**src/design/sbd_pkg.sv**
```systemverilog
// ----------------------------------------------------------------------------
// sbd_pkg
// Types, codes and the nibble decode step of the 4-bit pixel string decoder.
// ----------------------------------------------------------------------------
`default_nettype none

package sbd_pkg;

  // Depth of the queue between the byte parser and the run placer.
  localparam int QUEUE_DEPTH = 4;

  localparam logic [15:0] AREA_LINES_RESET = 16'd576;

  // Data type bytes seen while the parser is idle.
  localparam logic [7:0] DT_STRING_4BIT = 8'h11;
  localparam logic [7:0] DT_SKIP_ONE    = 8'h00;
  localparam logic [7:0] DT_END_OF_LINE = 8'hF0;

  // Parser phase codes.
  localparam logic [3:0] PH_IDLE = 4'd0;
  localparam logic [3:0] PH_SKIP = 4'd1;
  localparam logic [3:0] PH_CODE = 4'd2;
  localparam logic [3:0] PH_SW   = 4'd3;
  localparam logic [3:0] PH_C4   = 4'd4;
  localparam logic [3:0] PH_L9   = 4'd5;
  localparam logic [3:0] PH_C9   = 4'd6;
  localparam logic [3:0] PH_LH   = 4'd7;
  localparam logic [3:0] PH_LL   = 4'd8;
  localparam logic [3:0] PH_C25  = 4'd9;

  typedef struct packed {
    logic [7:0]  data_byte;
    logic        block_start;
    logic        block_last;
    logic [11:0] origin_x;
    logic [11:0] origin_y;
    logic        field_offset;
  } sbd_in_t;

  typedef struct packed {
    logic [3:0]  pcode;
    logic [8:0]  run_len;
    logic [15:0] x_start;
    logic [15:0] line;
    logic        last;
  } sbd_out_t;

  // One parsed byte: position changes and up to two runs, in order.
  typedef struct packed {
    logic        start;
    logic [11:0] origin_x;
    logic [15:0] start_line;
    logic        newline;
    logic        run0_v;
    logic [3:0]  run0_code;
    logic [8:0]  run0_len;
    logic        run1_v;
    logic [3:0]  run1_code;
    logic [8:0]  run1_len;
  } sbd_entry_t;

  typedef struct packed {
    logic [3:0] phase;
    logic [7:0] pend;
    logic       emit;
    logic [3:0] code;
    logic [8:0] len;
    logic       eos;
  } sbd_nib_t;

  // Decodes one nibble of a 4-bit pixel code string.
  function automatic sbd_nib_t sbd_nibble_step(input logic [3:0] phase,
                                               input logic [7:0] pend,
                                               input logic [3:0] nib);
    sbd_nib_t r;
    r.phase = phase;
    r.pend  = pend;
    r.emit  = 1'b0;
    r.code  = nib;
    r.len   = 9'd1;
    r.eos   = 1'b0;
    case (phase)
      PH_CODE: begin
        if (nib != 4'd0) begin
          r.emit = 1'b1;
        end else begin
          r.phase = PH_SW;
        end
      end
      PH_SW: begin
        if (!nib[3]) begin
          if (nib[2:0] == 3'd0) begin
            r.phase = PH_IDLE;
            r.eos   = 1'b1;
          end else begin
            r.emit  = 1'b1;
            r.code  = 4'd0;
            r.len   = {6'd0, nib[2:0]} + 9'd2;
            r.phase = PH_CODE;
          end
        end else if (!nib[2]) begin
          r.pend  = {6'd0, nib[1:0]};
          r.phase = PH_C4;
        end else begin
          case (nib[1:0])
            2'd0: begin
              r.emit  = 1'b1;
              r.code  = 4'd0;
              r.len   = 9'd1;
              r.phase = PH_CODE;
            end
            2'd1: begin
              r.emit  = 1'b1;
              r.code  = 4'd0;
              r.len   = 9'd2;
              r.phase = PH_CODE;
            end
            2'd2: r.phase = PH_L9;
            default: r.phase = PH_LH;
          endcase
        end
      end
      PH_C4: begin
        r.emit  = 1'b1;
        r.len   = {1'b0, pend} + 9'd4;
        r.phase = PH_CODE;
      end
      PH_L9: begin
        r.pend  = {4'd0, nib};
        r.phase = PH_C9;
      end
      PH_C9: begin
        r.emit  = 1'b1;
        r.len   = {1'b0, pend} + 9'd9;
        r.phase = PH_CODE;
      end
      PH_LH: begin
        r.pend  = {nib, 4'd0};
        r.phase = PH_LL;
      end
      PH_LL: begin
        r.pend  = {pend[7:4], nib};
        r.phase = PH_C25;
      end
      PH_C25: begin
        r.emit  = 1'b1;
        r.len   = {1'b0, pend} + 9'd25;
        r.phase = PH_CODE;
      end
      default: r.phase = PH_IDLE;
    endcase
    return r;
  endfunction

endpackage

`default_nettype wire

```
**src/design/sbd_front.sv**
```systemverilog
// ----------------------------------------------------------------------------
// sbd_front
// Byte parser: classifies data types and decodes the two nibbles of a byte.
// ----------------------------------------------------------------------------
`default_nettype none

module sbd_front (
  input  wire logic               clk,
  input  wire logic               rst,
  input  wire logic               accept,
  input  wire sbd_pkg::sbd_in_t   item,
  output sbd_pkg::sbd_entry_t     entry,
  output logic                    entry_push
);
  import sbd_pkg::*;

  logic [3:0] phase;
  logic [3:0] phase_next;
  logic [7:0] pend;
  logic [7:0] pend_next;
  logic [3:0] ph;
  sbd_nib_t   n1;
  sbd_nib_t   n2;

  always_comb begin
    ph = item.block_start ? PH_IDLE : phase;
    n1 = sbd_nibble_step(ph, pend, item.data_byte[7:4]);
    n2 = sbd_nibble_step(n1.phase, n1.pend, item.data_byte[3:0]);

    phase_next = PH_IDLE;
    pend_next  = pend;

    entry            = '0;
    entry.start      = item.block_start;
    entry.origin_x   = item.origin_x;
    entry.start_line = {4'd0, item.origin_y} + {15'd0, item.field_offset};

    if (ph == PH_SKIP) begin
      phase_next = PH_CODE;
    end else if (ph >= PH_CODE && ph <= PH_C25) begin
      if (n1.eos) begin
        phase_next = PH_IDLE;
        pend_next  = n1.pend;
      end else begin
        phase_next = n2.phase;
        pend_next  = n2.pend;
      end
      // The first run found in the byte always goes to slot 0.
      if (n1.emit) begin
        entry.run0_v    = 1'b1;
        entry.run0_code = n1.code;
        entry.run0_len  = n1.len;
        entry.run1_v    = !n1.eos && n2.emit;
        entry.run1_code = n2.code;
        entry.run1_len  = n2.len;
      end else if (!n1.eos && n2.emit) begin
        entry.run0_v    = 1'b1;
        entry.run0_code = n2.code;
        entry.run0_len  = n2.len;
      end
    end else begin
      case (item.data_byte)
        DT_STRING_4BIT: phase_next = PH_CODE;
        DT_SKIP_ONE:    phase_next = PH_SKIP;
        DT_END_OF_LINE: entry.newline = 1'b1;
        default:        phase_next = PH_IDLE;
      endcase
    end

    if (item.block_last) begin
      phase_next = PH_IDLE;
    end

    entry_push = accept && (entry.start || entry.newline || entry.run0_v);
  end

  always_ff @(posedge clk) begin
    if (rst) begin
      phase <= PH_IDLE;
      pend  <= '0;
    end else if (accept) begin
      phase <= phase_next;
      pend  <= pend_next;
    end
  end

endmodule

`default_nettype wire

```
**src/design/sbd_queue.sv**
```systemverilog
// ----------------------------------------------------------------------------
// sbd_queue
// Short first-in first-out queue of parsed bytes between parser and placer.
// ----------------------------------------------------------------------------
`default_nettype none

module sbd_queue #(
  parameter int Depth = sbd_pkg::QUEUE_DEPTH
) (
  input  wire logic                clk,
  input  wire logic                rst,
  input  wire logic                push,
  input  wire sbd_pkg::sbd_entry_t wdata,
  output logic                     full,
  input  wire logic                pop,
  output sbd_pkg::sbd_entry_t      rdata,
  output logic                     empty
);
  import sbd_pkg::*;

  localparam int AW = (Depth > 1) ? $clog2(Depth) : 1;
  localparam int CW = $clog2(Depth + 1);
  localparam logic [AW-1:0] LAST_PTR = AW'(Depth - 1);
  localparam logic [CW-1:0] FULL_CNT = CW'(Depth);

  sbd_entry_t    store [Depth];
  logic [AW-1:0] wptr;
  logic [AW-1:0] rptr;
  logic [CW-1:0] count;
  logic          do_push;
  logic          do_pop;

  assign full    = (count == FULL_CNT);
  assign empty   = (count == '0);
  assign do_push = push && !full;
  assign do_pop  = pop && !empty;
  assign rdata   = store[rptr];

  always_ff @(posedge clk) begin
    if (do_push) begin
      store[wptr] <= wdata;
    end
  end

  always_ff @(posedge clk) begin
    if (rst) begin
      wptr  <= '0;
      rptr  <= '0;
      count <= '0;
    end else begin
      if (do_push) begin
        wptr <= (wptr == LAST_PTR) ? '0 : wptr + 1'b1;
      end
      if (do_pop) begin
        rptr <= (rptr == LAST_PTR) ? '0 : rptr + 1'b1;
      end
      if (do_push && !do_pop) begin
        count <= count + 1'b1;
      end else if (do_pop && !do_push) begin
        count <= count - 1'b1;
      end
    end
  end

endmodule

`default_nettype wire

```
**src/design/sbd_back.sv**
```systemverilog
// ----------------------------------------------------------------------------
// sbd_back
// Run placer: tracks x and line, drops runs below the region, drives results.
// ----------------------------------------------------------------------------
`default_nettype none

module sbd_back (
  input  wire logic                clk,
  input  wire logic                rst,
  input  wire logic [15:0]         area_lines,
  input  wire sbd_pkg::sbd_entry_t entry,
  input  wire logic                entry_empty,
  output logic                     entry_pop,
  input  wire logic                pop,
  output logic                     empty,
  output sbd_pkg::sbd_out_t        result
);
  import sbd_pkg::*;

  logic [15:0] x_pos;
  logic [15:0] line_num;
  logic [11:0] saved_ox;
  logic        out_v;
  sbd_out_t    out_r;
  logic        hold_v;
  sbd_out_t    hold_r;

  logic        slot_free;
  logic [15:0] x_s;
  logic [15:0] line_s;
  logic [11:0] so_s;
  logic [15:0] x_e;
  logic [15:0] line_e;
  logic [15:0] x_mid;
  logic [15:0] x_new;
  logic        vis;
  sbd_out_t    r0;
  sbd_out_t    r1;

  assign empty     = !out_v;
  assign result    = out_r;
  assign slot_free = !out_v || pop;
  assign entry_pop = !hold_v && !entry_empty && slot_free;

  always_comb begin
    x_s    = entry.start ? {4'd0, entry.origin_x} : x_pos;
    line_s = entry.start ? entry.start_line : line_num;
    so_s   = entry.start ? entry.origin_x : saved_ox;
    x_e    = entry.newline ? {4'd0, so_s} : x_s;
    line_e = entry.newline ? line_s + 16'd2 : line_s;
    vis    = line_e < area_lines;

    x_mid  = x_e + (entry.run0_v ? {7'd0, entry.run0_len} : 16'd0);
    x_new  = x_mid + (entry.run1_v ? {7'd0, entry.run1_len} : 16'd0);

    r0.pcode   = entry.run0_code;
    r0.run_len = entry.run0_len;
    r0.x_start = x_e;
    r0.line    = line_e;
    r0.last    = !entry.run1_v;

    r1.pcode   = entry.run1_code;
    r1.run_len = entry.run1_len;
    r1.x_start = x_mid;
    r1.line    = line_e;
    r1.last    = 1'b1;
  end

  always_ff @(posedge clk) begin
    if (entry_pop) begin
      hold_r <= r1;
    end
    if (hold_v && slot_free) begin
      out_r <= hold_r;
    end else if (entry_pop) begin
      out_r <= r0;
    end
  end

  always_ff @(posedge clk) begin
    if (rst) begin
      x_pos    <= '0;
      line_num <= '0;
      saved_ox <= '0;
      out_v    <= 1'b0;
      hold_v   <= 1'b0;
    end else begin
      if (hold_v && slot_free) begin
        out_v  <= 1'b1;
        hold_v <= 1'b0;
      end else if (entry_pop) begin
        x_pos    <= x_new;
        line_num <= line_e;
        saved_ox <= so_s;
        // Both runs of a byte share one line, so they are kept or dropped together.
        out_v  <= entry.run0_v && vis;
        hold_v <= entry.run1_v && vis;
      end else if (pop) begin
        out_v <= 1'b0;
      end
    end
  end

endmodule

`default_nettype wire

```
**src/design/subtitle_4bit_pixel_string_decoder.sv**
```systemverilog
// ----------------------------------------------------------------------------
// subtitle_4bit_pixel_string_decoder
// Parses pixel-data sub-block bytes and returns placed 4-bit pixel runs.
// ----------------------------------------------------------------------------
//  channel  | handshake        | payload
//  ---------+------------------+---------------------------------------------
//  input    | push / full      | item   : byte, block marks, origin, field
//  result   | empty / pop      | result : code, length, x, line, last
//  config   | cfg_wen          | cfg_wdata : region height
//
//  A byte is parsed in the cycle it is accepted; one byte per cycle goes in
//  while full is low. The placer drives the two runs of a byte in turn and
//  takes no new byte meanwhile; the queue before the placer absorbs that.
//  A result passes through the queue and the result register to the ports.
//  Reset empties the queue and the result register; full is low after it.
//  When pop stays low, the result register and then the queue fill up.
// ----------------------------------------------------------------------------
`default_nettype none

module subtitle_4bit_pixel_string_decoder #(
  parameter int QueueDepth = sbd_pkg::QUEUE_DEPTH
) (
  input  wire logic              clk,
  input  wire logic              rst,
  input  wire logic              push,
  output logic                   full,
  input  wire sbd_pkg::sbd_in_t  item,
  output logic                   empty,
  input  wire logic              pop,
  output sbd_pkg::sbd_out_t      result,
  input  wire logic              cfg_wen,
  input  wire logic [15:0]       cfg_wdata
);
  import sbd_pkg::*;

  logic [15:0] area_lines;
  sbd_entry_t  f_entry;
  logic        f_push;
  sbd_entry_t  q_entry;
  logic        q_empty;
  logic        q_pop;
  logic        accept;

  assign accept = push && !full;

  always_ff @(posedge clk) begin
    if (rst) begin
      area_lines <= AREA_LINES_RESET;
    end else if (cfg_wen) begin
      area_lines <= cfg_wdata;
    end
  end

  sbd_front u_front (
    .clk        (clk),
    .rst        (rst),
    .accept     (accept),
    .item       (item),
    .entry      (f_entry),
    .entry_push (f_push)
  );

  sbd_queue #(.Depth(QueueDepth)) u_queue (
    .clk   (clk),
    .rst   (rst),
    .push  (f_push),
    .wdata (f_entry),
    .full  (full),
    .pop   (q_pop),
    .rdata (q_entry),
    .empty (q_empty)
  );

  sbd_back u_back (
    .clk         (clk),
    .rst         (rst),
    .area_lines  (area_lines),
    .entry       (q_entry),
    .entry_empty (q_empty),
    .entry_pop   (q_pop),
    .pop         (pop),
    .empty       (empty),
    .result      (result)
  );

endmodule

`default_nettype wire

```
**config.mk**
```make
export PLATFORM = sky130hd
export DESIGN_NAME = subtitle_4bit_pixel_string_decoder
export DESIGN_NICKNAME = d
export VERILOG_FILES = /design/src/design/sbd_pkg.sv /design/src/design/sbd_front.sv /design/src/design/sbd_queue.sv /design/src/design/sbd_back.sv /design/src/design/subtitle_4bit_pixel_string_decoder.sv
export SDC_FILE = /design/constraint.sdc
export NUM_CORES = 1
export LEC_CHECK = 0
export ABC_AREA = 1
export CORE_ASPECT_RATIO = 0.75
export CORE_UTILIZATION = 64
export CTS_CLUSTER_SIZE = 40
export DETAILED_ROUTE_END_ITERATION = 8
export DONT_BUFFER_PORTS = 1
export GPL_ROUTABILITY_DRIVEN = 1
export HOLD_SLACK_MARGIN = 0.03
export MAX_ROUTING_LAYER = met4
export PLACE_DENSITY_LB_ADDON = 0.12
export SLEW_MARGIN = 30
export SYNTH_ARGS = -nofsm -noshare
export SYNTH_HDL_FRONTEND = slang
export SYNTH_SLANG_ARGS = --single-unit
```
**constraint.sdc**
```tcl
create_clock -name clk -period 5.77 [get_ports clk]
set_input_delay 0.8655 -clock clk [delete_from_list [all_inputs] [get_ports clk]]
set_output_delay 0.8655 -clock clk [all_outputs]
set_load 0.1 [all_outputs]
```
# After elaboration in Yosys (flattened, before gate mapping)
# Memory sizes are Yosys's and may differ from the RTL's. A register that Yosys moved wholly into a read port is not among the register bits.
# Index checks and enable logic that the tools add are counted.
dict set report word_totals {
  ff_bits 172
  wordCells 181
  romBits 0
  latchBits 0
  ram_bits 220
  output_inout_bits 48
  n_memories 1
}
dict set report op_classes {
  muxes 71
  n_mul 0
  n_reduce_logical 42
  addsub 16
  n_eq_ne 26
  div_mod_pow 0
  n_bitwise 2
  order_cmp 3
  shift 0
}
# memory words word_bits rd rd_ports_with_merged_regs wr line
set memory_table {}
lappend memory_table {u_queue.store 4 55 1 1 1 sbd_queue.sv:26} ;# sbd_entry_t store [Depth];
# cell n
set op_table {}
lappend op_table {{14-bit two-way mux} 9}
lappend op_table {{46-bit two-way mux} 2}
lappend op_table {{9-bit one-hot mux with 4 select lines} 2}
lappend op_table {{16-bit two-way mux} 4}
lappend op_table {{8-bit one-hot mux with 4 select lines} 2}
lappend op_table {{14-bit one-hot mux with 2 select lines} 2}
lappend op_table {{4-bit one-hot mux with 6 select lines} 2}
lappend op_table {{4-bit two-way mux} 11}
lappend op_table {{8-bit two-way mux} 5}
lappend op_table {{16-bit adder} 2}
lappend op_table {{4-bit by 3-bit == test with 1-bit output (second input constant)} 8}
lappend op_table {{29-bit two-way mux} 1}
lappend op_table {{28-bit two-way mux} 1}
lappend op_table {{8-bit by 3-bit adder with 9-bit output (second input constant)} 2}
lappend op_table {{8-bit by 4-bit adder with 9-bit output (second input constant)} 2}
lappend op_table {{8-bit by 5-bit adder with 9-bit output (second input constant)} 2}
lappend op_table {{9-bit two-way mux} 2}
lappend op_table {{16-bit by 2-bit adder with 16-bit output (second input constant)} 1}
lappend op_table {{4-bit by 2-bit == test with 1-bit output (second input constant)} 4}
lappend op_table {{4-bit == test (second input constant)} 4}
lappend op_table {{16-bit < comparator} 1}
lappend op_table {{12-bit by 1-bit adder with 13-bit output} 1}
lappend op_table {{1-bit logical AND} 13}
lappend op_table {{1-bit two-way mux} 12}
lappend op_table {{31 further kinds} 65}

# Logic depth before layout (Yosys ltp)
# Gate-level depths: netlist of run 1.
dict set report depth {
  word_depth 22
  mapped_depth 32
}

# Hierarchy
# From an unflattened synthesis of run 1, not the netlist that was laid out.
dict set report hier_totals {
  hier_cells 2180
  hier_area_um2 20440.9
}
# module n_inst cells_each seq_area_each_um2 area_per_inst_um2
set by_module_without_submodules {}
lappend by_module_without_submodules {sbd_queue 1 632 7146.9 9172.5}
lappend by_module_without_submodules {sbd_back 1 915 3653.5 7604.8}
lappend by_module_without_submodules {sbd_front 1 533 240.2 2999.1}
lappend by_module_without_submodules {subtitle_4bit_pixel_string_decoder 1 100 320.3 664.4}

# Worst setup path before layout of run 1
# OpenSTA, ideal clock, no wires.
dict set report synth_path {
  kind {input to register}
  startpoint {input item[26] (netlist name)}
  endpoint {memory u_queue.store[0][0] (netlist name), enable pin}
  setup_slack_ns 0.901
  arrival_time_ns 4.401
  path_buffers 0
  stages 11
  cell_sequence {inv_2 -> nand2_2 -> nor2_2 -> nand2_2 -> inv_1 -> nand3_1 -> o21ai_2 -> a21oi_2 -> nand4_1 -> nand2_2 -> nor2_1}
}
dict set report synth_via {
  elab_chain_len 17
}
# item line
set synth_lines {}
lappend synth_lines {{from (decl)} subtitle_4bit_pixel_string_decoder.sv:27} ;# input wire sbd_pkg::sbd_in_t item,
lappend synth_lines {{4-bit two-way mux} sbd_front.sv:26} ;# ph = item.block_start ? PH_IDLE : phase;
lappend synth_lines {{4-bit by 3-bit == test with 1-bit output / 4-bit == test (equally long branches)} sbd_pkg.sv:82} ;# case (phase)
lappend synth_lines {{3-bit OR reduction (no source line)} n/a}
lappend synth_lines {{4-bit one-hot mux with 6 select lines} sbd_pkg.sv:82}
lappend synth_lines {{4-bit by 3-bit == test with 1-bit output / 4-bit == test (equally long branches)} sbd_pkg.sv:82}
lappend synth_lines {{3-bit OR reduction (no source line)} n/a}
lappend synth_lines {{1-bit one-hot mux with 3 select lines} sbd_pkg.sv:82}
lappend synth_lines {{1-bit logical AND} sbd_front.sv:56} ;# end else if (!n1.eos && n2.emit) begin
lappend synth_lines {{14-bit two-way mux} sbd_front.sv:56}
lappend synth_lines {{14-bit two-way mux} sbd_front.sv:49} ;# if (n1.emit) begin
lappend synth_lines {{28-bit two-way mux} sbd_front.sv:40} ;# end else if (ph >= PH_CODE && ph <= PH_C25) begin
lappend synth_lines {{29-bit two-way mux} sbd_front.sv:38} ;# if (ph == PH_SKIP) begin
lappend synth_lines {{1-bit logical OR (*)} sbd_front.sv:74} ;# entry_push = accept && (entry.start || entry.newline || entry.run0_v);
lappend synth_lines {{1-bit logical AND (*)} sbd_front.sv:74}
lappend synth_lines {{1-bit logical AND (*)} sbd_queue.sv:35} ;# assign do_push = push && !full;
lappend synth_lines {{1-bit two-way mux (*)} sbd_queue.sv:40} ;# if (do_push) begin
lappend synth_lines {{1-bit two-way mux (implied by the code) (*)} sbd_queue.sv:41} ;# store[wptr] <= wdata;
lappend synth_lines {{to (decl)} sbd_queue.sv:26}
# Every way passes the cells marked *; elsewhere a longest branch is shown, timed or not.

==> results.py, run 1 <==
metrics = {
    "flow_run": {
        "cap_viol_max_count": 0,
    },
    "clocking": {
        "htree_levels": 2,
        "cts_hold_buf": 0,
        "cts_resized": 0,
        "cts_root_buffer": "clkbuf_16",
        "insertion_delay_ns": 0.54,
        "clk_pin_slew_ns": 0.07,
        "cts_tree": "built",
        "post_cts_buffers": 0,
        "clock_path_buffers": 3,
        "clock-sinks": 394,
        "cts_buffers": 39,
    },
    "yosys": {
        "synth_edf_count": 311,
        "synthFlopType": "edfxtp_1",
        "synth_area_sq_um": 18810,
        "seq_area_frac_synth": 0.5849,
        "synth_top_area_frac": 0.4966,
        "ys_ff_latch": 394,
        "synth_top_cell_by_area": "edfxtp_1",
        "yosys_warnings": 0,
        "synthArstFlopShare": 0,
        "synth_area_leaders": "edfxtp_1 (50%), dfxtp_1 (8.8%), nand2_1 (6.1%)",
        "syn_inst": 1913,
        "synth_cell_types": 62,
        "avgSynthCellArea_sq_um": 9.831,
    },
    "finish": {
        "final_core_util": 0.7223,
        "drive_gt1_frac": 0.08436,
        "area_growth_pct": 9.254,
        "nNetsFinal": 2044,
        "n_antenna_cell": 0,
    },
    "worst_setup_path": {
        "crit_path_end": "u_back.x_pos[14]",
        "critPathLaunchType": "flop",
        "cp.arrival_ns": 5.17,
        "critical_path_class": "flop to flop",
        "required_ns": 6.25,
        "endpoint_kind": "flop",
        "r2r-end": "u_back.x_pos[14]",
        "reg2regPathDepth": 24,
        "rrSetupSlack_ns": 1.07,
        "cp_max_fo": 61,
    },
    "drt": {
        "drcViolationCount": 0,
        "antenna_left": 0,
        "routed_wl_um": 47540,
        "viasPerCell": 5.995,
        "vias": 14035,
        "wire_per_inst_um": 20.31,
        "dr.pass1.iters": 5,
        "drtIter0Drc": 1530,
    },
    "floorplanning": {
        "dieArea_sq_um": 30080,
        "ios": 104,
        "fp.dieW_um": 199.9,
        "dieHeight_um": 150.5,
        "rows": 53,
        "core-area_sq_um": 28450,
        "start_util": 0.6611,
    },
    "timing": {
        "slew_viol_final": 0,
        "slew_headroom": 0.3786,
        "finClkSkew_ns": 0.01835,
        "hold_viol": 0,
        "min_period_over_period": 0.8141,
        "hold_ws_ns": 0.3986,
        "period_minus_slack_ns": 4.697,
        "worstMarginPinSlew_ns": 0.9286,
        "fmax_mhz": 212.9,
        "rsz0062_at_grt": "no",
        "setup_tns_ns": 0,
        "setup_viol": 0,
    },
    "global_route": {
        "grt_pass1_vias": 12735,
        "grt_overflow": 0,
        "grt_max_degree": 66,
        "grt_usage": 0.3344,
        "grt_pass1_wl_um": 72820,
        "antenna_found_initial": 0,
    },
    "worst_hold_path": {
        "whs_path_depth": 1,
        "hp-start": "rst",
        "hp-class": "primary input to flop",
    },
    "place": {
        "dp_hpwl_um": 33130,
        "port_buffers": 0,
        "place_congestion": 0.9759,
    },
    "outcome": {
        "outcome": "finished clean",
    },
}
-- layout make-up --
| class | count | area [sq um] |
|---|---|---|
| sequential | 394 | 11000 |
| fill | 2027 | 7901 |
| multi-input combinational | 1292 | 6890 |
| clock buffer | 49 | 1045 |
| inverter | 178 | 675.6 |
| tap | 385 | 481.7 |
| clock inverter | 19 | 232.7 |
| timing repair buffer | 24 | 217.7 |
-- cell usage after synthesis (3+ instances only) --
| cell type | count |
|---|---|
| a21oi_2 | 3 |
| nand2_2 | 23 |
| a21oi_1 | 128 |
| nor2_1 | 263 |
| nand3_1 | 64 |
| inv_2 | 10 |
| xor2_1 | 28 |
| o211ai_1 | 10 |
| a211oi_1 | 15 |
| dfxtp_1 | 83 |
| o22ai_1 | 38 |
| nand4_1 | 14 |
| edfxtp_1 | 311 |
| or2_2 | 3 |
| nand3b_1 | 3 |
| buf_2 | 17 |
| o21ai_0 | 178 |
| inv_1 | 165 |
| a32o_1 | 10 |
| o21ai_2 | 9 |
| fa_1 | 3 |
| buf_6 | 5 |
| nor2_4 | 7 |
| a21o_1 | 4 |
| nand2_1 | 307 |
| nor3_1 | 9 |
| nand3_2 | 4 |
| nand2_4 | 4 |
| xnor2_1 | 10 |
| buf_4 | 4 |
| o21ai_1 | 19 |
| clkbuf_1 | 52 |
| a31oi_1 | 13 |
| nor2_2 | 6 |
| ha_1 | 56 |
-- layout by cell type (no fill, tap or decap), drive strengths merged, types with 24 or more instances in the layout --
master,n
a21oi,131
buf,24
clkbuf,49
conb,32
dfxtp,83
edfxtp,311
ha,56
inv,178
nand2,334
nand3,68
nor2,276
o21ai,206
o22ai,40
xor2,28
-- critical path, stage by stage, from the launching register on --
cell	delay, ns
dfxtp_4	0.40
buf_4	0.53
o21ai_0	0.21
o22ai_1	0.25
inv_1	0.11
o22ai_1	0.34
ha_1	0.36
nand2_1	0.09
nand2_1	0.07
a31oi_1	0.17
xor2_1	0.18
inv_1	0.07
ha_1	0.34
nand2_1	0.06
o21ai_0	0.32
nand4_1	0.14
nand2_1	0.14
a21oi_1	0.07
nor2_1	0.17
nand3_1	0.15
nor2_4	0.15
nand3_1	0.08
nand2_1	0.06
nand2_1	0.04
a21oi_1	0.10
-- registers in the layout, summed over array words and instances (netlist names), named ones only --
name,count
u_queue.store,220
u_back.hold_r,45
u_queue.count,3
area_lines,16
u_back.out_v,1
u_back.saved_ox,12
u_front.pend,8
u_back.line_num,16
u_back.result,46
u_queue.rptr,2
u_back.hold_v,1
u_queue.wptr,2
u_back.x_pos,16
u_front.phase,4
-- worst min path at each step --
stage | to | slack, ns
floorplan | u_back.saved_ox[11] | 0.42
global placement | u_back.saved_ox[11] | 0.44
detailed placement | u_back.saved_ox[11] | 0.44
CTS | u_back.out_v | 0.38
global route | u_back.saved_ox[10] | 0.38
finish | u_back.out_v | 0.40
-- cell families (layout without fill, tap and decap cells) --
| logic type | count (synthesis) | count (layout) | synth area share |
|---|---|---|---|
| simple gates | 713 | 713 | 0.1605 |
| compound gates | 447 | 447 | 0.1361 |
| flops | 394 | 394 | 0.5849 |
| buf+inv | 258 | 270 | 0.05728 |
| fa+ha+maj | 59 | 59 | 0.04045 |
| xor+xnor | 40 | 40 | 0.02003 |
| other cells | 1 | 32 | 0.0001994 |
| mux | 1 | 1 | 0.0005323 |
-- through the flow --
stage	worst slack (ns)	instances	area, sq um
2_1_floorplan	0.9010	1944	18920
3_3_place_gp	1.281	2273	19260
3_5_place_dp	1.151	2273	19270
4_1_cts	1.089	2341	20550
5_1_grt	0.6416	2341	20550
6_report	1.073	2341	20550
-- layer usage --
metal	track usage	vias up	wire length [um]	share of wire
met4	0.07023	0	620	0.013
met1	0.5210	6679	22310	0.47
met5	-	-	0	0
li1	-	6610	-	-
met3	0.08468	58	5456	0.11
met2	0.4344	688	19150	0.40
Power of run 1 is left out: the tool's default activity adds up to more than one toggle a clock period on the data nets, which glitch-free logic cannot reach.
==> run 2: changes to the inputs <==
==> constraint.sdc (replaced) <==
create_clock -name clk -period 4.4 [get_ports clk]
set_input_delay 0.66 -clock clk [delete_from_list [all_inputs] [get_ports clk]]
set_output_delay 0.66 -clock clk [all_outputs]
set_load 0.1 [all_outputs]
==> run 2 against run 1 <==
Net effect: first-iteration DRC count increased by 0.52%; final cell count increased by 1.7%; register-to-register slack worse by 0.86 ns; maximum frequency rose by 12%; largest cell class unchanged.
==> results.py, run 2 (same netlist as run 1, synthesis figures left out) <==
metrics = {
    "outcome": {
        "outcome": "finished clean",
    },
    "clocking": {
        "cts_buffers": 38,
        "cts_root_buffer": "clkbuf_16",
        "clock-sinks": 394,
        "clk_pin_slew_ns": 0.06,
        "cts_tree": "built",
        "cts_hold_buf": 0,
        "htree_levels": 2,
        "clock_path_buffers": 3,
        "insertion_delay_ns": 0.53,
    },
    "place": {
        "dp_hpwl_um": 32840,
        "port_buffers": 0,
        "dp_cells": 2303,
        "place_ws_ns": 0.06528,
        "place_congestion": 1.006,
    },
    "drt": {
        "routed_wl_um": 46570,
        "dr.pass1.iters": 5,
        "viasPerCell": 5.917,
        "vias": 14088,
        "drt-met1-wl_um": 21910,
        "highest_layer": "met4",
        "wire_per_inst_um": 19.56,
        "drcViolationCount": 0,
        "wl_met2_um": 18680,
        "drtIter0Drc": 1538,
        "antenna_left": 0,
        "wl_met3_um": 5240,
    },
    "worst_setup_path": {
        "cp_max_fo": 16,
        "critPathLaunchType": "flop",
        "endpoint_kind": "flop",
        "r2r-end": "u_back.x_pos[13]",
        "reg2regPathDepth": 27,
        "critical_path_class": "flop to flop",
        "cp.arrival_ns": 4.66,
        "rrSetupSlack_ns": 0.22,
        "required_ns": 4.88,
    },
    "timing": {
        "slew_viol_final": 0,
        "slew_headroom": 0.3650,
        "finClkSkew_ns": 0.01091,
        "min_period_over_period": 0.9507,
        "worstMarginPinSlew_ns": 0.9545,
        "hold_viol": 0,
        "fmax_mhz": 239.1,
        "setup_viol": 0,
        "final.setup.worst_slack_ns": 0.2170,
        "period_minus_slack_ns": 4.183,
    },
    "global_route": {
        "grt_pass1_vias": 12555,
        "grt_overflow": 0,
        "grt_usage": 0.3239,
        "antenna_found_initial": 2,
        "grt_pass1_wl_um": 70730,
        "grt_max_degree": 58,
    },
    "finish": {
        "drive_gt1_frac": 0.1042,
        "nNetsFinal": 2082,
        "final_cells": 2381,
        "filler_cell_count": 2005,
        "largest_reg_flops": 220,
        "final_cell_mix": "edfxtp_1 (311), nand2_1 (306), nor2_1 (258), o21ai_0 (176), inv_1 (165)",
        "layout_commonest_cell": "edfxtp_1",
        "n_antenna_cell": 0,
        "area_growth_pct": 10.82,
        "regMostFlops": "u_queue.store",
    },
    "floorplanning": {
        "dieArea_sq_um": 30080,
        "core-area_sq_um": 28450,
        "fp.dieW_um": 199.9,
        "dieHeight_um": 150.5,
        "rows": 53,
        "start_util": 0.6611,
        "ios": 104,
    },
    "worst_hold_path": {
        "whs_path_depth": 1,
        "hp-class": "primary input to flop",
        "hp-start": "rst",
        "min_to": "u_back.out_v",
    },
    "flow_run": {
        "cap_viol_max_count": 0,
    },
}
==> run 2: worst max-delay path: stages (launching register included) <==
cell and delay (ns):
dfxtp_4 0.41, inv_4 0.10, nand2_1 0.06, nand3_1 0.14, nand2_4 0.15, inv_1 0.11, a21oi_1 0.15, o22ai_1 0.14
ha_2 0.22, fa_1 0.41, nand3_1 0.11, nand2_1 0.10, a21oi_1 0.14, nor2_1 0.05, nor2_1 0.11, xnor2_1 0.13
ha_1 0.36, nand2_1 0.09, o21ai_2 0.18, nand3_1 0.11, nand2_1 0.09, nand4_1 0.15, nor2_2 0.21, buf_4 0.14
nand3b_1 0.07, nand3_1 0.08, nand2_1 0.07, inv_1 0.05
==> run 2: worst max path at each step <==
stage	slack [ns]	start	endpoint	depth (start not counted)
floorplan	-0.26	item[26]	u_queue.store[0][0]	11
global placement	0.18	flop	u_back.x_pos[15]	27
detailed placement	0.07	flop	u_back.x_pos[15]	27
CTS	0.04	flop	u_back.x_pos[15]	27
global route	-0.03	flop	u_back.x_pos[14]	28
finish	0.22	flop	u_back.x_pos[13]	27
==> run 2: per-layer routing <==
metal	track usage	up-vias
met1	0.5062	6640
li1	-	6683
met5	-	-
met2	0.4243	696
met3	0.07549	69
met4	0.06603	0
==> run 2: stage by stage <==
| stage | hold slack, ns | utilization | TNS (ns) | cell area [sq um] |
|---|---|---|---|---|
| 2_1_floorplan | 0.4238 | - | -57.97 | 18920 |
| 3_3_place_gp | 0.4465 | 0.6854 | 0 | 19500 |
| 3_5_place_dp | 0.4559 | 0.6855 | 0 | 19500 |
| 4_1_cts | 0.1922 | 0.7286 | 0 | 20730 |
| 5_1_grt | 0.1916 | 0.7326 | -0.07981 | 20840 |
| 6_report | 0.2051 | 0.7326 | 0 | 20840 |
==> run 2: area by class of cell <==
| type | instances | area (sq um) | share of cell area |
|---|---|---|---|
| repair buffers | 63 | 523.0 | 0.02509 |
| flip-flops and latches | 394 | 11000 | 0.5280 |
| clock inverters | 20 | 201.4 | 0.009666 |
| multi-input cells | 1292 | 6929 | 0.3325 |
| clock buffers | 49 | 1023 | 0.04911 |
| well taps | 385 | 481.7 | 0.02311 |
| inverters | 178 | 678.2 | 0.03254 |
==> run 2: timing repair <==
item	in CTS	in global routing
resized for setup	0	13
setup buffers	0	9
setup endpoints to repair	0	7
Power of run 2 is left out for the same reason.
